==> config.mk <==
export PLATFORM = sky130hd
export DESIGN_NAME = dpw_sawtooth_oscillator
export DESIGN_NICKNAME = d
export VERILOG_FILES = /design/src/hw/rtl/dpw_pkg.sv /design/src/hw/rtl/dpw_div.sv /design/src/hw/rtl/dpw_sawtooth_oscillator.sv
export SDC_FILE = /design/constraint.sdc
export NUM_CORES = 2
export LEC_CHECK = 0
export BUFFER_PORTS_ARGS = -buffer_cell sky130_fd_sc_hd__buf_4
export CAP_MARGIN = 20
export CORE_UTILIZATION = 55
export CTS_BUF_LIST = sky130_fd_sc_hd__clkbuf_2 sky130_fd_sc_hd__clkbuf_4 sky130_fd_sc_hd__clkbuf_8
export CTS_CLUSTER_DIAMETER = 100
export CTS_CLUSTER_SIZE = 14
export DETAILED_ROUTE_END_ITERATION = 10
export PLACE_DENSITY = 0.8
export SLEW_MARGIN = 0
export SYNTH_ARGS = -nofsm -noshare
export SYNTH_HDL_FRONTEND = slang
export SYNTH_SLANG_ARGS = --single-unit
==> constraint.sdc <==
create_clock -name i_clk -period 12.3 [get_ports i_clk]
set_input_delay 2.46 -clock i_clk [delete_from_list [all_inputs] [get_ports i_clk]]
set_output_delay 2.46 -clock i_clk [all_outputs]
set_load 0.02 [all_outputs]
==> src/hw/rtl/dpw_pkg.sv <==
`timescale 1ns / 1ps

package dpw_pkg;

    // Field and register widths.
    localparam int FREQ_W   = 32;
    localparam int SAMPLE_W = 16;
    localparam int SR_W     = 18;
    localparam int TOR_W    = 32;
    localparam int PHASE_W  = 32;
    localparam int CFG_IDX_W  = 2;
    localparam int CFG_DATA_W = 32;

    // Shared multiplier operand and product widths.
    localparam int MUL_W  = 32;
    localparam int PROD_W = 2 * MUL_W;

    // Divider: the quotient is limited to 31 bits, one bit per step.
    localparam int DIV_STEPS = 31;
    localparam int DIV_CNT_W = $clog2(DIV_STEPS);
    localparam int REM0_W    = 46;

    // Configuration register indexes.
    localparam logic [CFG_IDX_W-1:0] CFG_SAMPLE_RATE   = 2'd0;
    localparam logic [CFG_IDX_W-1:0] CFG_TWO_OVER_RATE = 2'd1;
    localparam logic [CFG_IDX_W-1:0] CFG_INITIAL_PHASE = 2'd2;

    // Reset values of the configuration registers.
    localparam logic [SR_W-1:0]    SAMPLE_RATE_RST   = 18'd48000;
    localparam logic [TOR_W-1:0]   TWO_OVER_RATE_RST = 32'd178957;
    localparam logic [PHASE_W-1:0] INITIAL_PHASE_RST = 32'd0;

    // Output saturation limits on the rounded magnitude.
    localparam logic [31:0] POS_LIMIT = 32'd32767;
    localparam logic [31:0] NEG_LIMIT = 32'd32768;
    localparam logic [SAMPLE_W-1:0] SAMPLE_MAX = 16'h7FFF;
    localparam logic [SAMPLE_W-1:0] SAMPLE_MIN = 16'h8000;
    localparam logic [PROD_W-1:0]   ROUND_HALF = 64'h0000_0000_8000_0000;

    typedef enum logic [3:0] {
        S_IDLE,
        S_INC,
        S_PHASE,
        S_SQ,
        S_DIFF,
        S_DEN_LO,
        S_DEN_HI,
        S_NUM,
        S_DIV_START,
        S_DIV_WAIT,
        S_OUT_MUL,
        S_OUT
    } t_state;

    typedef struct packed {
        logic              start;
        logic [REM0_W-1:0] rem0;
        logic [PROD_W-1:0] den;
    } t_div_req;

    typedef struct packed {
        logic                 busy;
        logic                 done;
        logic [DIV_STEPS-1:0] quot;
    } t_div_rsp;

endpackage

==> src/hw/rtl/dpw_div.sv <==
`timescale 1ns / 1ps

// Restoring divider, one quotient bit per cycle. The quotient saturates to all
// ones when the initial partial remainder is not below the divisor.
module dpw_div (
    input  logic              i_clk,
    input  logic              i_rst_n,
    input  dpw_pkg::t_div_req i_req,
    output dpw_pkg::t_div_rsp o_rsp
);

    logic                           r_busy, n_busy;
    logic                           r_done, n_done;
    logic                           r_sat, n_sat;
    logic [dpw_pkg::DIV_CNT_W-1:0]  r_cnt, n_cnt;
    logic [dpw_pkg::PROD_W-1:0]     r_rem, n_rem;
    logic [dpw_pkg::PROD_W-1:0]     r_den, n_den;
    logic [dpw_pkg::DIV_STEPS-1:0]  r_quot, n_quot;

    logic [dpw_pkg::PROD_W:0] trial;
    logic [dpw_pkg::PROD_W:0] diff;
    logic                     fits;

    assign trial = {r_rem, 1'b0};
    assign diff  = trial - {1'b0, r_den};
    assign fits  = trial >= {1'b0, r_den};

    always_comb begin
        n_busy = r_busy;
        n_done = 1'b0;
        n_sat  = r_sat;
        n_cnt  = r_cnt;
        n_rem  = r_rem;
        n_den  = r_den;
        n_quot = r_quot;
        priority if (i_req.start) begin
            n_busy = 1'b1;
            n_sat  = {{(dpw_pkg::PROD_W - dpw_pkg::REM0_W){1'b0}}, i_req.rem0} >= i_req.den;
            n_rem  = {{(dpw_pkg::PROD_W - dpw_pkg::REM0_W){1'b0}}, i_req.rem0};
            n_den  = i_req.den;
            n_cnt  = '0;
            n_quot = '0;
        end else if (r_busy) begin
            if (r_sat) begin
                n_quot = '1;
                n_busy = 1'b0;
                n_done = 1'b1;
            end else begin
                n_rem  = fits ? diff[dpw_pkg::PROD_W-1:0] : trial[dpw_pkg::PROD_W-1:0];
                n_quot = {r_quot[dpw_pkg::DIV_STEPS-2:0], fits};
                n_cnt  = r_cnt + 1'b1;
                if (r_cnt == dpw_pkg::DIV_CNT_W'(dpw_pkg::DIV_STEPS - 1)) begin
                    n_busy = 1'b0;
                    n_done = 1'b1;
                end
            end
        end else begin
            n_busy = 1'b0;
        end
    end

    always_ff @(posedge i_clk) begin
        if (!i_rst_n) begin
            r_busy <= 1'b0;
            r_done <= 1'b0;
        end else begin
            r_busy <= n_busy;
            r_done <= n_done;
        end
    end

    always_ff @(posedge i_clk) begin
        r_sat  <= n_sat;
        r_cnt  <= n_cnt;
        r_rem  <= n_rem;
        r_den  <= n_den;
        r_quot <= n_quot;
    end

    assign o_rsp.busy = r_busy;
    assign o_rsp.done = r_done;
    assign o_rsp.quot = r_quot;

endmodule

==> src/hw/rtl/dpw_sawtooth_oscillator.sv <==
`timescale 1ns / 1ps

// Anti-aliased sawtooth oscillator (differentiated parabolic wave). Each
// frequency transfer (signed Q18.14 Hz) yields one signed Q1.15 sample
// transfer. The phase advances by frequency times two_over_rate, wraps modulo
// two, is squared, and the change of the square is scaled by
// SR / (8 f (1 - f/SR)) and saturated. One 32 by 32 multiplier is shared by
// every product under a small sequencer. A sample whose frequency equals the
// previous one reuses the stored scale. A new frequency adds the scale
// computation: the divider operands are formed in S_DEN_LO, S_DEN_HI, S_NUM
// and S_DIV_START, then a 31-step restoring divider runs. A scale that
// saturates ends the divider without stepping through the quotient bits, and
// a zero denominator skips the divider entirely. The input is stalled until
// the sequence returns to idle, but a new frequency may be taken while the
// last sample still waits in the output register; a stalled output then
// holds the sequence in its final state, which extends the input stall.
// A write to initial_phase also reloads the phase at once; write
// configuration only while the block is idle.
module dpw_sawtooth_oscillator (
    input  logic                                i_clk,
    input  logic                                i_rst_n,
    input  logic                                i_in_valid,
    output logic                                o_in_stall,
    input  logic signed [dpw_pkg::FREQ_W-1:0]   i_frequency,
    output logic                                o_out_valid,
    input  logic                                i_out_stall,
    output logic signed [dpw_pkg::SAMPLE_W-1:0] o_sample,
    input  logic                                i_cfg_valid,
    output logic                                o_cfg_ready,
    input  logic [dpw_pkg::CFG_IDX_W-1:0]       i_cfg_index,
    input  logic [dpw_pkg::CFG_DATA_W-1:0]      i_cfg_data
);

    dpw_pkg::t_state r_state, n_state;

    // Configuration and oscillator state.
    logic [dpw_pkg::SR_W-1:0]     r_sample_rate, n_sample_rate;
    logic [dpw_pkg::TOR_W-1:0]    r_two_over_rate, n_two_over_rate;
    logic [dpw_pkg::PHASE_W-1:0]  r_phase, n_phase;
    logic [31:0]                  r_last_sq, n_last_sq;
    logic [dpw_pkg::FREQ_W-1:0]   r_last_freq, n_last_freq;
    logic [31:0]                  r_scale, n_scale;

    // Working registers of the current item.
    logic [dpw_pkg::FREQ_W-1:0]   r_freq, n_freq;
    logic [dpw_pkg::PROD_W-1:0]   r_prod;
    logic [dpw_pkg::PROD_W-1:0]   r_den, n_den;
    logic [32:0]                  r_diff, n_diff;
    logic [dpw_pkg::SAMPLE_W-1:0] r_sample, n_sample;
    logic                         r_out_valid, n_out_valid;

    // Shared multiplier.
    logic                         mul_en;
    logic [dpw_pkg::MUL_W-1:0]    mul_a, mul_b;

    dpw_pkg::t_div_req div_req;
    dpw_pkg::t_div_rsp div_rsp;

    // Derived values of the current item.
    logic [31:0]                  f_mag;
    logic [33:0]                  g_val;
    logic [33:0]                  g_mag;
    logic                         den_zero;
    logic                         scale_neg;
    logic [dpw_pkg::PROD_W-1:0]   inc_prod;
    logic [31:0]                  inc;
    logic [31:0]                  phase_mag;
    logic [31:0]                  sq;
    logic [32:0]                  diff_abs;
    logic [31:0]                  scale_mag;
    logic [dpw_pkg::PROD_W-1:0]   out_round;
    logic [31:0]                  out_mag;
    logic                         out_neg;
    logic [dpw_pkg::SAMPLE_W-1:0] out_sat;
    logic [31:0]                  quot_ext;

    dpw_div u_div (
        .i_clk   (i_clk),
        .i_rst_n (i_rst_n),
        .i_req   (div_req),
        .o_rsp   (div_rsp)
    );

    // Frequency magnitude; the most negative code maps to 2^31 unsigned.
    assign f_mag = r_freq[31] ? (32'd0 - r_freq) : r_freq;

    // Second denominator term SR * 2^14 - F, which needs 34 signed bits.
    assign g_val     = {2'b00, r_sample_rate, 14'b0} - {{2{r_freq[31]}}, r_freq};
    assign g_mag     = g_val[33] ? (34'd0 - g_val) : g_val;
    assign den_zero  = (r_freq == '0) || (g_val == '0);
    assign scale_neg = r_freq[31] ^ g_val[33];

    // The increment product is formed on magnitudes; negating the full product
    // before the shift keeps the floor rounding of a signed shift.
    assign inc_prod = r_freq[31] ? (64'd0 - r_prod) : r_prod;
    assign inc      = inc_prod[46:15];

    assign phase_mag = r_phase[31] ? (32'd0 - r_phase) : r_phase;
    assign sq        = r_prod[62:31];

    // The difference of two squares stays within 2^31 in magnitude.
    assign diff_abs  = r_diff[32] ? (33'd0 - r_diff) : r_diff;
    assign scale_mag = r_scale[31] ? (32'd0 - r_scale) : r_scale;

    // Round to nearest, ties away from zero, then saturate on the sign.
    assign out_round = r_prod + dpw_pkg::ROUND_HALF;
    assign out_mag   = out_round[63:32];
    assign out_neg   = r_diff[32] ^ r_scale[31];

    always_comb begin
        if (out_neg && (out_mag != 32'd0)) begin
            if (out_mag > dpw_pkg::NEG_LIMIT) begin
                out_sat = dpw_pkg::SAMPLE_MIN;
            end else begin
                out_sat = 16'(32'd0 - out_mag);
            end
        end else if (out_mag > dpw_pkg::POS_LIMIT) begin
            out_sat = dpw_pkg::SAMPLE_MAX;
        end else begin
            out_sat = out_mag[15:0];
        end
    end

    assign quot_ext = {1'b0, div_rsp.quot};

    always_comb begin
        n_state         = r_state;
        n_sample_rate   = r_sample_rate;
        n_two_over_rate = r_two_over_rate;
        n_phase         = r_phase;
        n_last_sq       = r_last_sq;
        n_last_freq     = r_last_freq;
        n_scale         = r_scale;
        n_freq          = r_freq;
        n_den           = r_den;
        n_diff          = r_diff;
        n_sample        = r_sample;
        n_out_valid     = r_out_valid;
        mul_en          = 1'b0;
        mul_a           = '0;
        mul_b           = '0;
        div_req.start   = 1'b0;
        div_req.rem0    = '0;
        div_req.den     = r_den;

        // The held sample leaves once the receiver stops stalling.
        if (r_out_valid && !i_out_stall) begin
            n_out_valid = 1'b0;
        end

        unique case (r_state)
            dpw_pkg::S_IDLE: begin
                if (i_in_valid) begin
                    n_freq  = i_frequency;
                    n_state = dpw_pkg::S_INC;
                end
            end
            dpw_pkg::S_INC: begin
                mul_en  = 1'b1;
                mul_a   = f_mag;
                mul_b   = r_two_over_rate;
                n_state = dpw_pkg::S_PHASE;
            end
            dpw_pkg::S_PHASE: begin
                n_phase = r_phase + inc;
                n_state = dpw_pkg::S_SQ;
            end
            dpw_pkg::S_SQ: begin
                mul_en  = 1'b1;
                mul_a   = phase_mag;
                mul_b   = phase_mag;
                n_state = dpw_pkg::S_DIFF;
            end
            dpw_pkg::S_DIFF: begin
                n_diff    = {1'b0, sq} - {1'b0, r_last_sq};
                n_last_sq = sq;
                if (r_freq != r_last_freq) begin
                    n_last_freq = r_freq;
                    if (den_zero) begin
                        n_scale = '0;
                        n_state = dpw_pkg::S_OUT_MUL;
                    end else begin
                        n_state = dpw_pkg::S_DEN_LO;
                    end
                end else begin
                    n_state = dpw_pkg::S_OUT_MUL;
                end
            end
            dpw_pkg::S_DEN_LO: begin
                mul_en  = 1'b1;
                mul_a   = f_mag;
                mul_b   = g_mag[31:0];
                n_state = dpw_pkg::S_DEN_HI;
            end
            dpw_pkg::S_DEN_HI: begin
                // The second term reaches 33 bits; its top bit adds |F| * 2^32.
                n_den   = r_prod + (g_mag[32] ? {f_mag, 32'b0} : 64'b0);
                n_state = dpw_pkg::S_NUM;
            end
            dpw_pkg::S_NUM: begin
                mul_en  = 1'b1;
                mul_a   = {{(dpw_pkg::MUL_W - dpw_pkg::SR_W){1'b0}}, r_sample_rate};
                mul_b   = {{(dpw_pkg::MUL_W - dpw_pkg::SR_W){1'b0}}, r_sample_rate};
                n_state = dpw_pkg::S_DIV_START;
            end
            dpw_pkg::S_DIV_START: begin
                // SR^2 * 2^41 / D; the top part SR^2 * 2^10 is the first
                // partial remainder and the remaining dividend bits are zero.
                div_req.start = 1'b1;
                div_req.rem0  = {r_prod[35:0], 10'b0};
                n_state       = dpw_pkg::S_DIV_WAIT;
            end
            dpw_pkg::S_DIV_WAIT: begin
                if (div_rsp.done) begin
                    n_scale = scale_neg ? (32'd0 - quot_ext) : quot_ext;
                    n_state = dpw_pkg::S_OUT_MUL;
                end
            end
            dpw_pkg::S_OUT_MUL: begin
                mul_en  = 1'b1;
                mul_a   = diff_abs[31:0];
                mul_b   = scale_mag;
                n_state = dpw_pkg::S_OUT;
            end
            dpw_pkg::S_OUT: begin
                if (!r_out_valid || !i_out_stall) begin
                    n_sample    = out_sat;
                    n_out_valid = 1'b1;
                    n_state     = dpw_pkg::S_IDLE;
                end
            end
            default: begin
                n_state = dpw_pkg::S_IDLE;
            end
        endcase

        if (i_cfg_valid) begin
            priority case (i_cfg_index)
                dpw_pkg::CFG_SAMPLE_RATE:   n_sample_rate   = i_cfg_data[dpw_pkg::SR_W-1:0];
                dpw_pkg::CFG_TWO_OVER_RATE: n_two_over_rate = i_cfg_data;
                dpw_pkg::CFG_INITIAL_PHASE: n_phase         = i_cfg_data;
                default: begin
                end
            endcase
        end
    end

    always_ff @(posedge i_clk) begin
        if (!i_rst_n) begin
            r_state         <= dpw_pkg::S_IDLE;
            r_out_valid     <= 1'b0;
            r_sample_rate   <= dpw_pkg::SAMPLE_RATE_RST;
            r_two_over_rate <= dpw_pkg::TWO_OVER_RATE_RST;
            r_phase         <= dpw_pkg::INITIAL_PHASE_RST;
            r_last_sq       <= '0;
            r_last_freq     <= '0;
            r_scale         <= '0;
        end else begin
            r_state         <= n_state;
            r_out_valid     <= n_out_valid;
            r_sample_rate   <= n_sample_rate;
            r_two_over_rate <= n_two_over_rate;
            r_phase         <= n_phase;
            r_last_sq       <= n_last_sq;
            r_last_freq     <= n_last_freq;
            r_scale         <= n_scale;
        end
    end

    always_ff @(posedge i_clk) begin
        r_freq   <= n_freq;
        r_den    <= n_den;
        r_diff   <= n_diff;
        r_sample <= n_sample;
        if (mul_en) begin
            r_prod <= mul_a * mul_b;
        end
    end

    assign o_in_stall  = (r_state != dpw_pkg::S_IDLE);
    assign o_out_valid = r_out_valid;
    assign o_sample    = r_sample;
    assign o_cfg_ready = 1'b1;

    // A frequency transfer always starts a multi-cycle computation.
    a_busy_after_accept: assert property (@(posedge i_clk) disable iff (!i_rst_n)
        (i_in_valid && !o_in_stall) |=> o_in_stall)
        else $error("input not stalled after a transfer");

    // The divider is only started when it has finished the previous quotient.
    a_div_start_free: assert property (@(posedge i_clk) disable iff (!i_rst_n)
        (r_state == dpw_pkg::S_DIV_START) |-> !div_rsp.busy)
        else $error("divider started while busy");

    // A quotient only arrives while the sequencer waits for it.
    a_div_done_wait: assert property (@(posedge i_clk) disable iff (!i_rst_n)
        div_rsp.done |-> (r_state == dpw_pkg::S_DIV_WAIT))
        else $error("quotient arrived outside the wait state");

    // A new sample is only loaded from the final state of the sequence.
    a_out_from_final: assert property (@(posedge i_clk) disable iff (!i_rst_n)
        $rose(o_out_valid) |-> ($past(r_state) == dpw_pkg::S_OUT))
        else $error("sample loaded outside the output state");

    // After the difference step the stored frequency matches the current one.
    a_last_freq: assert property (@(posedge i_clk) disable iff (!i_rst_n)
        (r_state == dpw_pkg::S_DIFF) |=> (r_last_freq == r_freq))
        else $error("last frequency not updated");

endmodule

Yosys cells after proc, flatten, opt, wreduce, memory -nomap -nowiden
Cells that the tools add are included.
{"block": "totals", "ff_bits": 559, "in_bits": 71}
{"block": "classes", "n_mux": 42, "mul": 1, "n_eq_ne": 21, "n_lt_le_gt_ge": 4, "bitwise_logic": 5, "n_addsub": 15, "reduce_logical": 26}
{"operator": "$mux W32", "count": 11}
{"operator": "$pmux W32 S5", "count": 1}
{"operator": "$mux W46", "count": 3}
{"operator": "$mux W64", "count": 2}
{"operator": "$pmux W32 S4", "count": 1}
{"operator": "$sub A1 B32 Y32 const A", "count": 4}
{"operator": "$mux W47", "count": 2}
{"operator": "$ge A65 B64 Y1", "count": 1}
{"operator": "$add A64 B32 Y64 const B", "count": 1}
{"operator": "$add A64 B64 Y64", "count": 1}
{"operator": "$ge A46 B64 Y1", "count": 1}
{"operator": "$mul A32 B32 Y64", "count": 1}
{"operator": "$pmux W32 S2", "count": 1}
{"operator": "$sub A64 B64 Y64", "count": 1}
{"operator": "$mux W16", "count": 3}
{"operator": "$pmux W4 S12", "count": 1}
{"operator": "$sub A1 B47 Y47 const A", "count": 1}
{"operator": "$logic_not A34 Y1", "count": 1}
{"operator": "$sub A33 B32 Y34", "count": 1}
{"operator": "$mux W33", "count": 1}
{"operator": "$sub A1 B33 Y33 const A", "count": 1}
{"operator": "$sub A32 B32 Y33", "count": 1}
{"operator": "$add A32 B32 Y32", "count": 1}
{"operator": "$gt A32 B15 Y1 const B", "count": 1}
{"operator": "34 further kinds", "count": 71}

Depth between registers and ports, before layout
{"block": "logic_depth", "word_depth": 6, "depth_mapped": 46, "depth_no_buf": 42}

By module
From an unflattened synthesis, not the netlist that was laid out.
{"block": "unflattened", "cells_unflattened": 8339, "hier_area_um2": 71668.7}
{"module": "dpw_sawtooth_oscillator", "area_per_inst_um2": 59658.5, "n_inst": 1, "cells_each": 6953}
{"module": "dpw_div", "area_per_inst_um2": 12010.3, "n_inst": 1, "cells_each": 1386}

Least setup slack after synthesis
OpenSTA, ideal clock, no wires.
{"block": "synth_timing", "path_kind": "register to register", "from": "register r_freq[24] (netlist name)", "to": "register r_prod[62] (netlist name), data pin", "setup_ns": 0.258, "t_arrival_ns": 10.757, "stages_incl_launch_ff": 44, "setup_slack_ns": 1.286, "path_cell_list": "edfxtp_1 clkbuf_1 inv_1 ha_1 clkbuf_1 and2_1 a311oi_1 a311oi_2 o31ai_1 and2b_4 xnor2_4 buf_4 nand2_1 xnor2_1 o21ai_1 clkbuf_1 nand2_1 fa_1 [... 8 more ...] inv_1 fa_1 fa_1 inv_1 fa_1 inv_1 ha_1 nand2_1 nor2_1 nand3_1 or4b_1 a2111oi_2 o21ai_1 o41ai_1 a31o_2 a221o_1 a21oi_1 xnor2_1"}
{"block": "synth_between", "elab_chain_len": 5}
{"element": "start, declared", "line": "dpw_sawtooth_oscillator.sv:45", "source": "logic [dpw_pkg::FREQ_W-1:0] r_freq, n_freq;"}
{"element": "start signal, assigned", "line": "dpw_sawtooth_oscillator.sv:271", "source": "r_freq <= n_freq;"}
{"element": "$sub A33 B32 Y34", "line": "dpw_sawtooth_oscillator.sv:88", "source": "assign g_val = {2'b00, r_sample_rate, 14'b0} - {{2{r_freq[31]}}, r_freq};"}
{"element": "$sub A1 B33 Y33", "line": "dpw_sawtooth_oscillator.sv:89", "source": "assign g_mag = g_val[33] ? (34'd0 - g_val) : g_val;"}
{"element": "$mux W33", "line": "dpw_sawtooth_oscillator.sv:89"}
{"element": "$pmux W32 S5", "line": "dpw_sawtooth_oscillator.sv:151", "source": "unique case (r_state)"}
{"element": "$mul A32 B32 Y64 *", "line": "dpw_sawtooth_oscillator.sv:276", "source": "r_prod <= mul_a * mul_b;"}
{"element": "end signal, assigned", "line": "dpw_sawtooth_oscillator.sv:276"}
{"element": "end, declared", "line": "dpw_sawtooth_oscillator.sv:46", "source": "logic [dpw_pkg::PROD_W-1:0] r_prod;"}
Mark *: on every way between the ends. The rest lies on a longest branch, timed or not.
A chain may end at the register's enable or synchronous reset.

Final worst setup path
{"block": "layout_timing", "from": "register r_freq[15] (netlist name)", "to": "register r_prod[62] (netlist name), data pin"}
The elaborated chain is that of the path after synthesis.

==> flow_metrics.env <==
export IMPL_status="finished clean"
export IMPL_crit_path_max_incr_delay_ps=610
export IMPL_drt_iter0_markers=6445
export IMPL_die_h_um=360
export IMPL_port_buffers=88
export IMPL_post_route_period_util=0.965
export IMPL_post_route_min_period_ps=11870
export IMPL_synth_top_area_share=0.256
export IMPL_h_tree_depth=2
export IMPL_min_path_type="reg2reg"
export IMPL_grt_util_all_layers=0.349
export IMPL_critPathCaptureType="register"
export IMPL_synth_flop_cell="edfxtp_1"
export IMPL_cellPowerDensity_mw_per_mm2=82.0
export IMPL_ant_nets=0
export IMPL_rr_startpoint="r_freq[15]$_DFFE_PP_"
export IMPL_yosys_top_cells_area="fa_1 (26%), edfxtp_1 (14%), ha_1 (8.7%), inv_1 (6.9%), nand2_1 (6.9%)"
export IMPL_antenna_found_initial=11
export IMPL_startpoint="r_freq[15]$_DFFE_PP_"
export IMPL_fin_tns_setup_ps=0
export IMPL_drt_total_wl_um=227000
export IMPL_fin_skew_ps=79.1
export IMPL_die_area_mm2=0.129
export IMPL_cp_top_family="adder cells"
export IMPL_vias=59100
export IMPL_cp_required_ps=12780
export IMPL_syn_nets=9587
export IMPL_clkTransAtPathRegs_ps=90
export IMPL_crit_path_start_kind="register"
export IMPL_stdcell_area_mm2=0.0746
export IMPL_critPathKind="reg2reg"
export IMPL_clock_sinks=559
export IMPL_grt_util_met1=0.454
export IMPL_cts_made_buffers=46
export IMPL_nets=9517
export IMPL_start_util=0.558
export IMPL_drive_gt1_frac=0.0639
export IMPL_crit_path_top_delay_cell="a211o_1"
export IMPL_overflow=0
export IMPL_top_level_ports=90
export IMPL_postSynthCellCount=8129
export IMPL_nFillCells=10900
export IMPL_cap_violations=0
export IMPL_syn_area_per_cell_um2=8.66
export IMPL_met2_usage=0.547
export IMPL_yosys_area_top_type="fa_1"
export IMPL_crit_arrival_ps=12350
export IMPL_met3_usage=0.0609
export IMPL_synth_cell_area_mm2=0.0704
export IMPL_tightest_slew_ps=1230
export IMPL_drc=0
export IMPL_hpwl_um=183000
export IMPL_core_mm2=0.126
export IMPL_ys_seq_area_frac=0.204
export IMPL_p_leak_nw=35.0
export IMPL_clk_latency_ps=750
export IMPL_vias_per_cell=6.06
export IMPL_crit_top_cell="fa_1"
export IMPL_root_buffer="clkbuf_8"
export IMPL_die_x_um=360
export IMPL_grt_max_degree=88
export IMPL_grt_pass1_wl_um=348000
export IMPL_hold_viol_final=0
export IMPL_routedWlPerCell_um=23.3
export IMPL_drv_slew=0
export IMPL_num_rows=130
export IMPL_slew_headroom=0.178
export IMPL_yosysUniqueCellTypes=104
export IMPL_async_flop_share=0
export IMPL_vdd_ir_drop_max_mv=0.0722
export IMPL_hp_start="r_den[29]$_DFFE_PP_"
export IMPL_cts_tree="built"
export IMPL_crit_fanout=12
export IMPL_dr_pass1_iters=9
export IMPL_synth_seq_cells=559
export IMPL_fmax_mhz=84.3
export IMPL_clock_path_buffers=3
export IMPL_synth_edf_count=320
export IMPL_grt_pass1_vias=59000
export IMPL_critPathBufInv=4
export IMPL_place_area_mm2=0.0733
export IMPL_setup_violations_final=0
export IMPL_area_growth_pct=6.03
export IMPL_gp_congestion=1.04
export IMPL_busiest_layer="met2"
export IMPL_ys_warn_count=0
## per-layer routing
metal  part of all wire  routed length [µm]
met5            0.00030                  69
met4              0.069               15600
met3              0.098               22200
met2               0.45              102000
met1               0.39               87600
## what timing repair did
item | in CTS | in global routing
hold buffers | 0 | 0
setup endpoints to repair | 0 | 15
endpoints found under the hold margin | 0 | 0
setup buffers | 0 | 9
gates resized for setup | 0 | 19
## worst register-to-register path: cells and delay by family, from the launching register on
kind                       cells  cell delay, ps
AOI/OAI and AO/OA             17            4530
and+or+nand+nor                4             930
DFF                            1             460
buffers and inverters          4             310
xor gates and xnor gates       3             620
adders and majority gates     10            4780
## cell type report
| type | instances | area (µm²) | share of cell area |
|---|---|---|---|
| antenna | 6 | 15.0 | 0.000201 |
| clock buffer | 81 | 908 | 0.0122 |
| clock inverter | 5 | 68.8 | 0.000922 |
| inverter | 1301 | 4890 | 0.0655 |
| multi-input combinational | 5851 | 49900 | 0.669 |
| sequential | 559 | 14400 | 0.193 |
| tap | 1650 | 2060 | 0.0277 |
| timing repair buffer | 300 | 2380 | 0.0319 |
## placed cells by master, fill, tap and decap left out, types with 92 or more instances in the layout
cell type	n
xnor2_1	286
o21ai_0	241
a21oi_1	450
ha_1	487
buf_4	288
inv_1	1296
nor2_1	416
edfxtp_1	320
xor2_1	200
a21o_1	113
dfxtp_1	239
nand3_1	92
and2_1	205
fa_1	900
nand2_1	1294
## cells in the mapped netlist, types with 71 or more instances
cell type	n
xnor2_1	287
buf_2	86
edfxtp_1	320
nor3_1	83
nand2_1	1296
nor2_1	420
o21ai_0	245
nor2b_1	82
clkbuf_1	314
mux2i_1	71
xor2_1	201
inv_1	1299
a21o_1	113
dfxtp_1	239
and2_1	205
nand3_1	93
and3_1	72
a21oi_1	451
fa_1	900
ha_1	487
## power by group
group	internal, mW	switching (mW)	total [mW]
clock network	0.490	0.679	1.17
registers	2.13	0.167	2.29
logic	0.930	1.72	2.65
total	3.55	2.57	6.12
## per-stage QoR
stage,power (mW),hold slack (ps),util,worst slack [ps],instances
after global placement,4.81,432,0.581,236,9646
after floorplan,3.99,417,-,1290,8129
after CTS,6.02,423,0.589,159,9733
final,6.12,422,0.591,433,9753
after detailed placement,4.86,434,0.581,200,9647
after global routing,6.39,434,0.591,-15.5,9748
## worst paths after layout
kind	end	slack, ps	cells after the start
setup reg to reg	r_prod[62]$_DFFE_PP_	430	38
setup / recovery	r_prod[62]$_DFFE_PP_	430	38
hold / removal	u_div.r_den[29]$_DFFE_PP_	420	0
hold reg to reg	u_div.r_den[29]$_DFFE_PP_	420	0
## sequential cells by signal, summed over array words and instances, names as in the netlist, 4 cells and up
register,cells
u_div.r_cnt,5
r_scale,32
r_last_sq,32
u_div.r_quot,31
u_div.r_den,64
o_sample,16
r_phase,32
r_last_freq,32
r_two_over_rate,32
r_freq,32
r_sample_rate,18
r_diff,33
r_prod,64
r_den,64
r_state,4
u_div.r_rem,64
## cells by family after synthesis
kind of cell | synth area share
AO/OA/AOI/OAI | 0.123
XOR/XNOR | 0.0617
adder cells (fa/ha/maj) | 0.343
buffers and inverters | 0.0938
flip-flops | 0.204
multiplexers | 0.0101
other | 0.0000533
AND/OR/NAND/NOR | 0.164
No activity file was read; power rests on OpenSTA's default activity.
